[src/design/tpfee_pkg.sv]
// Shared constants, codes and types of the two-page flash EEPROM emulator.
package tpfee_pkg;

   localparam int unsigned PAGE_HALFWORDS_DEF = 512;
   localparam int unsigned WORD_COUNT_DEF     = 128;
   localparam int unsigned REC_HW             = 3;

   localparam logic [15:0] HW_ERASED = 16'hFFFF;

   localparam logic [1:0] OP_READ   = 2'd0;
   localparam logic [1:0] OP_WRITE  = 2'd1;
   localparam logic [1:0] OP_FORMAT = 2'd2;

   localparam logic [1:0] ST_DONE     = 2'd0;
   localparam logic [1:0] ST_SKIPPED  = 2'd1;
   localparam logic [1:0] ST_INVALID  = 2'd2;
   localparam logic [1:0] ST_OVERFLOW = 2'd3;

   localparam logic CSR_IDX_WINDOW_BASE = 1'b0;

   typedef enum logic [1:0] {
      MARK_ERASED,
      MARK_RECEIVE,
      MARK_VALID
   } mark_type;

   typedef enum logic [3:0] {
      S_IDLE,
      S_WIPE0,
      S_WIPE1,
      S_SEARCH,
      S_FREE,
      S_PUT,
      S_ERASE_OTH,
      S_GATHER,
      S_EMIT,
      S_ERASE_FROM,
      S_DONE
   } state_type;

   // The active page is page 1 only when it alone carries the valid mark.
   function automatic logic pick_active(mark_type m0, mark_type m1);
      return (m1 == MARK_VALID) && (m0 != MARK_VALID);
   endfunction

endpackage

[src/design/tpfee_seq.sv]
// Sequencer: page marks, slot scanner, record writer, compaction and erase sweeps.
module tpfee_seq #(
   parameter int unsigned PAGE_HALFWORDS = tpfee_pkg::PAGE_HALFWORDS_DEF,
   parameter int unsigned WORD_COUNT     = tpfee_pkg::WORD_COUNT_DEF,
   localparam int unsigned IW = $clog2(PAGE_HALFWORDS),
   localparam int unsigned AW = IW + 1,
   localparam int unsigned WW = (WORD_COUNT > 1) ? $clog2(WORD_COUNT) : 1
) (
   input  logic          clock,
   input  logic          reset,
   input  logic          req_valid,
   output logic          req_ready,
   input  logic [1:0]    req_operation,
   input  logic [31:0]   req_byte_address,
   input  logic [15:0]   req_write_data,
   input  logic [31:0]   window_base,
   output logic          rsp_valid,
   input  logic          rsp_ready,
   output logic [15:0]   rsp_read_data,
   output logic          rsp_found,
   output logic [1:0]    rsp_status,
   output logic          rsp_active_page,
   output logic          page_we,
   output logic [AW-1:0] page_waddr,
   output logic [15:0]   page_wdata,
   output logic [AW-1:0] page_raddr,
   input  logic [15:0]   page_rdata,
   output logic          tab_we,
   output logic [WW-1:0] tab_waddr,
   output logic [15:0]   tab_wdata,
   output logic [WW-1:0] tab_raddr,
   input  logic [15:0]   tab_rdata
);
   import tpfee_pkg::*;

   localparam int unsigned SLOTS = (PAGE_HALFWORDS - 1) / REC_HW;
   localparam int unsigned SW    = $clog2(SLOTS + 1);
   localparam int unsigned AWC   = $clog2(WORD_COUNT + 1);
   localparam logic [IW-1:0] LAST_BASE = IW'(1 + (SLOTS - 1) * REC_HW);
   localparam logic [IW-1:0] REC_STEP  = IW'(REC_HW);
   localparam logic [IW-1:0] IDX_LAST  = IW'(PAGE_HALFWORDS - 1);

   state_type      state_ff, state_in;
   mark_type       mark_ff [2];
   mark_type       mark_in [2];
   logic [1:0]     op_ff, op_in;
   logic [15:0]    v_ff, v_in;
   logic [15:0]    data_ff, data_in;
   logic           act_ff, act_in;
   logic           fmt_ff, fmt_in;
   logic [IW-1:0]  base_ff, base_in;
   logic [1:0]     phase_ff, phase_in;
   logic [1:0]     rphase_ff, rphase_in;
   logic           rvalid_ff, rvalid_in;
   logic [15:0]    q0_ff, q1_ff;
   logic [SW-1:0]  cnt_ff, cnt_in;
   logic           pass_ff, pass_in;
   logic           pg_ff, pg_in;
   logic [IW-1:0]  put_ff, put_in;
   logic [1:0]     sub_ff, sub_in;
   logic [IW-1:0]  idx_ff, idx_in;
   logic [AWC-1:0] a_ff, a_in;
   logic [SW-1:0]  n_ff, n_in;
   logic [WORD_COUNT-1:0] valid_ff;
   logic           clr_valid, set_valid;
   logic [15:0]    rd_ff, rd_in;
   logic           fnd_ff, fnd_in;
   logic [1:0]     st_ff, st_in;
   logic           rsp_valid_ff, rsp_valid_in;
   logic [15:0]    rsp_rd_ff, rsp_rd_in;
   logic           rsp_fnd_ff, rsp_fnd_in;
   logic [1:0]     rsp_st_ff, rsp_st_in;
   logic           rsp_act_ff, rsp_act_in;

   logic        scanning, eval, last, slot_empty, slot_ok;
   logic [31:0] offset;
   logic        addr_ok;

   assign scanning   = (state_ff == S_SEARCH) || (state_ff == S_FREE) || (state_ff == S_GATHER);
   assign eval       = scanning && rvalid_ff && (rphase_ff == 2'd2);
   assign last       = (cnt_ff == SW'(SLOTS - 1));
   assign slot_empty = (q0_ff == HW_ERASED) && (q1_ff == HW_ERASED) && (page_rdata == HW_ERASED);
   assign slot_ok    = ((q0_ff ^ q1_ff) == page_rdata);
   assign offset     = req_byte_address - window_base;
   assign addr_ok    = (req_byte_address >= window_base) && !offset[0]
                       && (offset[31:1] < 31'(WORD_COUNT));

   assign page_raddr = {pg_ff, base_ff + IW'(phase_ff)};
   assign tab_raddr  = a_ff[WW-1:0];

   always_ff @(posedge clock) begin
      if (reset) begin
         state_ff     <= S_WIPE0;
         mark_ff[0]   <= MARK_ERASED;
         mark_ff[1]   <= MARK_ERASED;
         fmt_ff       <= 1'b0;
         idx_ff       <= '0;
         rvalid_ff    <= 1'b0;
         rsp_valid_ff <= 1'b0;
         valid_ff     <= '0;
      end else begin
         state_ff     <= state_in;
         mark_ff[0]   <= mark_in[0];
         mark_ff[1]   <= mark_in[1];
         fmt_ff       <= fmt_in;
         idx_ff       <= idx_in;
         rvalid_ff    <= rvalid_in;
         rsp_valid_ff <= rsp_valid_in;
         if (clr_valid) begin
            valid_ff <= '0;
         end else if (set_valid) begin
            valid_ff[q0_ff[WW-1:0]] <= 1'b1;
         end
      end
   end

   always_ff @(posedge clock) begin
      op_ff      <= op_in;
      v_ff       <= v_in;
      data_ff    <= data_in;
      act_ff     <= act_in;
      base_ff    <= base_in;
      phase_ff   <= phase_in;
      rphase_ff  <= rphase_in;
      cnt_ff     <= cnt_in;
      pass_ff    <= pass_in;
      pg_ff      <= pg_in;
      put_ff     <= put_in;
      sub_ff     <= sub_in;
      a_ff       <= a_in;
      n_ff       <= n_in;
      rd_ff      <= rd_in;
      fnd_ff     <= fnd_in;
      st_ff      <= st_in;
      rsp_rd_ff  <= rsp_rd_in;
      rsp_fnd_ff <= rsp_fnd_in;
      rsp_st_ff  <= rsp_st_in;
      rsp_act_ff <= rsp_act_in;
      if (rvalid_ff && (rphase_ff == 2'd0)) begin
         q0_ff <= page_rdata;
      end
      if (rvalid_ff && (rphase_ff == 2'd1)) begin
         q1_ff <= page_rdata;
      end
   end

   always_comb begin
      logic        hit_now;
      logic [15:0] cur_now;
      logic        done_search;
      mark_type    m0;
      hit_now     = 1'b0;
      cur_now     = HW_ERASED;
      done_search = 1'b0;
      m0          = mark_ff[0];

      state_in     = state_ff;
      mark_in[0]   = mark_ff[0];
      mark_in[1]   = mark_ff[1];
      op_in        = op_ff;
      v_in         = v_ff;
      data_in      = data_ff;
      act_in       = act_ff;
      fmt_in       = fmt_ff;
      base_in      = base_ff;
      phase_in     = phase_ff;
      rphase_in    = phase_ff;
      rvalid_in    = 1'b0;
      cnt_in       = cnt_ff;
      pass_in      = pass_ff;
      pg_in        = pg_ff;
      put_in       = put_ff;
      sub_in       = sub_ff;
      idx_in       = idx_ff;
      a_in         = a_ff;
      n_in         = n_ff;
      rd_in        = rd_ff;
      fnd_in       = fnd_ff;
      st_in        = st_ff;
      rsp_valid_in = rsp_valid_ff && !rsp_ready;
      rsp_rd_in    = rsp_rd_ff;
      rsp_fnd_in   = rsp_fnd_ff;
      rsp_st_in    = rsp_st_ff;
      rsp_act_in   = rsp_act_ff;
      clr_valid    = 1'b0;
      set_valid    = 1'b0;
      req_ready    = 1'b0;
      page_we      = 1'b0;
      page_waddr   = '0;
      page_wdata   = HW_ERASED;
      tab_we       = 1'b0;
      tab_waddr    = q0_ff[WW-1:0];
      tab_wdata    = q1_ff;

      // The scanner streams one halfword per cycle; a slot is judged when
      // its third halfword comes back from the memory.
      if (scanning) begin
         rvalid_in = 1'b1;
         phase_in  = (phase_ff == 2'd2) ? 2'd0 : phase_ff + 2'd1;
         if (phase_ff == 2'd2) begin
            base_in = (state_ff == S_SEARCH) ? base_ff - REC_STEP : base_ff + REC_STEP;
         end
         if (eval) begin
            cnt_in = cnt_ff + SW'(1);
         end
      end

      case (state_ff)
         S_IDLE: begin
            req_ready = 1'b1;
            if (req_valid) begin
               op_in   = req_operation;
               data_in = req_write_data;
               v_in    = offset[16:1];
               rd_in   = '0;
               fnd_in  = 1'b0;
               st_in   = ST_DONE;
               case (req_operation)
                  OP_FORMAT: begin
                     fmt_in   = 1'b1;
                     idx_in   = '0;
                     state_in = S_WIPE0;
                  end
                  OP_READ, OP_WRITE: begin
                     if (!addr_ok) begin
                        st_in    = ST_INVALID;
                        rd_in    = (req_operation == OP_READ) ? HW_ERASED : 16'h0000;
                        state_in = S_DONE;
                     end else begin
                        if ((mark_ff[0] == MARK_ERASED) && (mark_ff[1] == MARK_ERASED)) begin
                           m0         = MARK_VALID;
                           mark_in[0] = MARK_VALID;
                        end
                        act_in   = pick_active(m0, mark_ff[1]);
                        pg_in    = pick_active(m0, mark_ff[1]);
                        base_in  = LAST_BASE;
                        phase_in = 2'd0;
                        cnt_in   = '0;
                        pass_in  = 1'b0;
                        state_in = S_SEARCH;
                     end
                  end
                  default: begin
                     st_in    = ST_INVALID;
                     state_in = S_DONE;
                  end
               endcase
            end
         end

         S_WIPE0, S_WIPE1: begin
            page_we    = 1'b1;
            page_waddr = {(state_ff == S_WIPE1), idx_ff};
            idx_in     = idx_ff + IW'(1);
            if (idx_ff == IDX_LAST) begin
               idx_in = '0;
               if (state_ff == S_WIPE0) begin
                  state_in = S_WIPE1;
               end else if (fmt_ff) begin
                  mark_in[0] = MARK_VALID;
                  mark_in[1] = MARK_ERASED;
                  state_in   = S_DONE;
               end else begin
                  mark_in[0] = MARK_ERASED;
                  mark_in[1] = MARK_ERASED;
                  state_in   = S_IDLE;
               end
            end
         end

         S_SEARCH: begin
            if (eval) begin
               if (!slot_empty && slot_ok && (q0_ff == v_ff)) begin
                  hit_now     = 1'b1;
                  cur_now     = q1_ff;
                  done_search = 1'b1;
               end else if (last) begin
                  if (!pass_ff) begin
                     pass_in  = 1'b1;
                     pg_in    = ~act_ff;
                     base_in  = LAST_BASE;
                     phase_in = 2'd0;
                     cnt_in   = '0;
                  end else begin
                     done_search = 1'b1;
                  end
               end
            end
            if (done_search) begin
               if (op_ff == OP_READ) begin
                  rd_in    = cur_now;
                  fnd_in   = hit_now;
                  state_in = S_DONE;
               end else if (cur_now == data_ff) begin
                  st_in    = ST_SKIPPED;
                  state_in = S_DONE;
               end else begin
                  pg_in    = act_ff;
                  base_in  = IW'(1);
                  phase_in = 2'd0;
                  cnt_in   = '0;
                  state_in = S_FREE;
               end
            end
         end

         S_FREE: begin
            if (eval) begin
               if (slot_empty) begin
                  put_in   = base_ff - REC_STEP;
                  sub_in   = 2'd0;
                  state_in = S_PUT;
               end else if (last) begin
                  mark_in[~act_ff] = MARK_ERASED;
                  idx_in           = '0;
                  state_in         = S_ERASE_OTH;
               end
            end
         end

         S_PUT: begin
            page_we    = 1'b1;
            page_waddr = {act_ff, put_ff + IW'(sub_ff)};
            case (sub_ff)
               2'd0:    page_wdata = v_ff;
               2'd1:    page_wdata = data_ff;
               default: page_wdata = v_ff ^ data_ff;
            endcase
            sub_in = sub_ff + 2'd1;
            if (sub_ff == 2'd2) begin
               state_in = S_DONE;
            end
         end

         S_ERASE_OTH: begin
            page_we    = 1'b1;
            page_waddr = {~act_ff, idx_ff};
            idx_in     = idx_ff + IW'(1);
            if (idx_ff == IDX_LAST) begin
               clr_valid = 1'b1;
               pg_in     = act_ff;
               base_in   = IW'(1);
               phase_in  = 2'd0;
               cnt_in    = '0;
               state_in  = S_GATHER;
            end
         end

         S_GATHER: begin
            if (eval) begin
               if (!slot_empty && slot_ok && (q0_ff < 16'(WORD_COUNT))) begin
                  tab_we    = 1'b1;
                  set_valid = 1'b1;
               end
               if (last) begin
                  mark_in[~act_ff] = MARK_RECEIVE;
                  a_in             = '0;
                  n_in             = '0;
                  sub_in           = 2'd0;
                  put_in           = IW'(1);
                  state_in         = S_EMIT;
               end
            end
         end

         S_EMIT: begin
            case (sub_ff)
               2'd0: begin
                  if (a_ff == AWC'(WORD_COUNT)) begin
                     mark_in[~act_ff] = MARK_VALID;
                     idx_in           = '0;
                     state_in         = S_ERASE_FROM;
                  end else if (!valid_ff[a_ff[WW-1:0]]) begin
                     a_in = a_ff + AWC'(1);
                  end else if (n_ff == SW'(SLOTS)) begin
                     st_in    = ST_OVERFLOW;
                     state_in = S_DONE;
                  end else begin
                     sub_in = 2'd1;
                  end
               end
               2'd1: begin
                  page_we    = 1'b1;
                  page_waddr = {~act_ff, put_ff};
                  page_wdata = 16'(a_ff);
                  sub_in     = 2'd2;
               end
               2'd2: begin
                  page_we    = 1'b1;
                  page_waddr = {~act_ff, put_ff + IW'(1)};
                  page_wdata = tab_rdata;
                  sub_in     = 2'd3;
               end
               default: begin
                  page_we    = 1'b1;
                  page_waddr = {~act_ff, put_ff + IW'(2)};
                  page_wdata = 16'(a_ff) ^ tab_rdata;
                  put_in     = put_ff + REC_STEP;
                  n_in       = n_ff + SW'(1);
                  a_in       = a_ff + AWC'(1);
                  sub_in     = 2'd0;
               end
            endcase
         end

         S_ERASE_FROM: begin
            page_we    = 1'b1;
            page_waddr = {act_ff, idx_ff};
            idx_in     = idx_ff + IW'(1);
            if (idx_ff == IDX_LAST) begin
               mark_in[act_ff] = MARK_ERASED;
               act_in          = ~act_ff;
               sub_in          = 2'd0;
               if (n_ff == SW'(SLOTS)) begin
                  st_in    = ST_OVERFLOW;
                  state_in = S_DONE;
               end else begin
                  state_in = S_PUT;
               end
            end
         end

         S_DONE: begin
            if (!rsp_valid_ff || rsp_ready) begin
               rsp_valid_in = 1'b1;
               rsp_rd_in    = rd_ff;
               rsp_fnd_in   = fnd_ff;
               rsp_st_in    = st_ff;
               rsp_act_in   = pick_active(mark_ff[0], mark_ff[1]);
               fmt_in       = 1'b0;
               state_in     = S_IDLE;
            end
         end

         default: begin
            state_in = S_IDLE;
         end
      endcase
   end

   assign rsp_valid       = rsp_valid_ff;
   assign rsp_read_data   = rsp_rd_ff;
   assign rsp_found       = rsp_fnd_ff;
   assign rsp_status      = rsp_st_ff;
   assign rsp_active_page = rsp_act_ff;
endmodule

[config.mk]
export PLATFORM = sky130hd
export DESIGN_NAME = tpfee_seq
export DESIGN_NICKNAME = d
export VERILOG_FILES = /design/src/design/tpfee_pkg.sv /design/src/design/tpfee_seq.sv
export SDC_FILE = /design/constraint.sdc
export NUM_CORES = 1
export LEC_CHECK = 0
export ABC_AREA = 1
export BUFFER_PORTS_ARGS = -buffer_cell sky130_fd_sc_hd__buf_4
export CORE_MARGIN = 3
export CORE_UTILIZATION = 55
export DETAILED_ROUTE_END_ITERATION = 6
export PLACE_DENSITY = 0.89
export SLEW_MARGIN = 20
export SYNTH_ARGS = -nofsm -noshare
export SYNTH_HDL_FRONTEND = slang
export SYNTH_SLANG_ARGS = --single-unit
[constraint.sdc]
create_clock -name clock -period 3.4 [get_ports clock]
set_clock_uncertainty 0.2 [all_clocks]
set_input_delay 0.17 -clock clock [delete_from_list [all_inputs] [get_ports clock]]
set_output_delay 0.17 -clock clock [all_outputs]
set_load 0.1 [all_outputs]
==> impl_metrics.ini <==
[timing]
setup_slack_ns = 0.0959
fin_crit_ns = 3.30
hold_viol = 0
period_share = 0.972
finalSetupTns_ns = 0
rsz0062_at_grt = true
timing.fmax_mhz = 303
worst_pin_slew_ns = 0.981
setup_viol = 0
slew_headroom = 0.344
drv_slew = 0

[cells_and_area]
fill_cells = 2962
drive_gt1_frac = 0.141
final_nets = 3494
layout.cells.non_filler = 3807
multi_input_area_um2 = 10500
seq_area_um2 = 7440
areaGrowthSynthToFinish_pct = 21.4

[place]
place_congestion = 1.02
dp_hpwl_um = 47500
portBuffers = 207
dpl.cell_count = 3668
dp_slack_ns = -0.0398

[synth]
synth_seq_cells = 304
ys_seq_area_frac = 0.370
yosys_most_used_dff = dfxtp_1
ys_types = 56
synth-edff-count = 135
synth_cells = 3039
syn_area_um2 = 20100
ys_top_cells_by_count = nand2_1 (778), inv_1 (483), nor2_1 (342), a21oi_1 (322), nand3_1 (188)
synth_top_area_frac = 0.201
syn_area_per_cell_um2 = 6.62
synthTopCellsByArea = edfxtp_1 (20%), dfxtp_1 (17%), nand2_1 (15%), inv_1 (9.0%), a21oi_1 (8.0%)
async_flop_share = 0
synth.most_common_cell = nand2_1
yosys_warnings = 0
syn_nets = 3214
synth_top_cell_by_area = edfxtp_1

[hold_path]
min_from = req_byte_address[4]
min_to = v_ff[3]
whs_path_depth = 3
hold_path.class = input port to register

[floorplan]
initial_utilization = 0.562
io_pins = 208
die_w_um = 197
die-area_um2 = 38900
die_h_um = 197
fp.coreArea_um2 = 35800
rows = 69

[power_and_ir_drop]
ir_drop_v = 0.000624
powerDensity_nw_per_um2 = 567
power_frac_comb = 0.389
pwr-share-clk = 0.278
power.leakage_nw = 10.7
internal-power_w = 0.00804
p_sw_w = 0.00581
swShare = 0.419
seq_power_share = 0.333

[clocking]
h-tree-depth = 2
clkTransAtPathRegs_ns = 0.06
cts_tree = done
clock_path_buffers = 3
clock_latency_ns = 0.54
clock-root-buffer = clkbuf_16
numCtsBuffers = 35
clock_sinks = 304

[critical_path]
critPathKind = register to output pin
worstPathMaxFanout = 33
worst_setup_path_start_kind = register
cp.arrival_ns = 2.93
timing.rr.end = phase_ff[0]
regToRegStartpoint = q0_ff[15]
reg2reg_depth = 23
slowest_delay_ns = 0.47
cp-end-kind = output pin
slowest_stage = edfxtp_1
r2r_slack_ns = 0.15
crit_required_ns = 3.03
path_cells = inv_2 > ha_1 > clkinv_1 > buf_4 > nand2_1 > nand3_1 > a21oi_1 > o21ai_0 > nand3_1 > buf_4

[grt]
grt_max_degree = 68
grt_pass1_vias = 19800
antenna_found_initial = 0
grt-ovfl-total = 0
grt_use_total = 0.322
grt_pass1_wl_um = 101000

[detailed_routing]
viasPerCell = 5.67
drt_iter0_drc = 2328
dr.pass1.iters = 7
drt.antenna.violating_nets = 0
dr_total_vias = 21600
wirelength_um = 65200
wl_per_cell_um = 17.1
drc = 0

[flow_run]
maxCapViolations = 0

[status]
outcome = complete, no violations
## what timing repair did
action | 4_1_cts | 5_1_grt
hold endpoints to repair | 75 | 0
setup buffers | 0 | 34
hold buffers | 40 | 0
resized for setup | 0 | 51
setup endpoints to repair | 0 | 44
## kinds of logic after synthesis
logic type	after synthesis	share of synthesized area
flip-flops	304	0.370
AO/OA/AOI/OAI	561	0.151
buffers and inverters	615	0.120
XOR/XNOR	37	0.0161
adder cells (fa/ha/maj)	57	0.0366
AND/OR/NAND/NOR	1465	0.307
## area by class of cell
class	count	area share
well taps	461	0.0236
inverters	499	0.0771
repair buffers	358	0.119
clock inverters	15	0.00748
multi-input cells	2121	0.428
flip-flops and latches	304	0.305
clock buffers	48	0.0400
diodes	1	0.000102
## through the flow
step                total power [W]  hold WS [ns]  instance area [um2]   util
CTS                          0.0137       0.00349                24000  0.670
detailed placement          0.00980         0.150                22500  0.627
floorplan                   0.00832        0.0689                20200      -
global placement            0.00975         0.149                22500  0.627
finish                       0.0138       0.00747                24400  0.682
global route                 0.0145        0.0121                24400  0.682
## power groups by stage
stage / sequential [W] / clock (W) / combinational (W)
global route: 0.00464 / 0.00402 / 0.00581
detailed placement: 0.00466 / 0 / 0.00514
floorplan: 0.00459 / 0 / 0.00373
finish: 0.00461 / 0.00384 / 0.00539
CTS: 0.00460 / 0.00387 / 0.00521
global placement: 0.00466 / 0 / 0.00509
## critical path, delay by kind of cell (launching register included)
family / cells / cell delay (ns)
buffers and inverters: 4 / 0.82
flip-flops: 1 / 0.47
AND/OR/NAND/NOR: 3 / 0.38
adder cells (fa/ha/maj): 1 / 0.25
AO/OA/AOI/OAI: 2 / 0.47
## registers in the layout, indices dropped and copies added (netlist names), 9 cells and up
signal	count
valid_ff	128
base_ff	9
rd_ff	16
put_ff	9
data_ff	16
rsp_read_data	16
idx_ff	9
q0_ff	16
v_ff	16
tab_wdata	16
## worst max-delay path by stage
| stage | from | to | slack (ns) | cells past startpoint |
|---|---|---|---|---|
| global placement | window_base[0] | base_ff[1] | 0.07 | 23 |
| CTS | state_ff[3] | page_waddr[2] | 0.02 | 11 |
| global route | q0_ff[0] | st_ff[0] | -0.05 | 20 |
| floorplan | tab_wdata[2] | st_ff[0] | 0.0005 | 21 |
| detailed placement | req_byte_address[0] | cnt_ff[7] | -0.04 | 24 |
| finish | sub_ff[1] | page_wdata[6] | 0.1 | 10 |
## cell usage in the layout, fill, tap and decap left out, types with 7 or more instances in the layout
master / n
nor2_4: 10
o21ai_0: 147
a21oi_1: 322
nand4_1: 59
nand2_1: 769
nor2_2: 10
dfxtp_1: 167
nor3_1: 30
dlygate4sd3_1: 40
xor2_1: 29
clkbuf_1: 9
o21ai_1: 8
buf_4: 307
o211ai_1: 24
inv_1: 464
inv_2: 30
buf_12: 9
nand3b_1: 9
clkbuf_16: 36
xnor2_1: 7
nor4_1: 16
nand2_2: 17
nand3_1: 185
edfxtp_1: 135
ha_1: 53
nor2_1: 333
## layer usage
metal	global-route usage	wire, um	vias to the layer above
met1	0.422	25600	9748
met5	0	0	-
met4	0.159	3530	0
met3	0.0517	6910	206
li1	-	-	10400
met2	0.519	29200	1236
No activity file was read; power rests on OpenSTA's default activity.
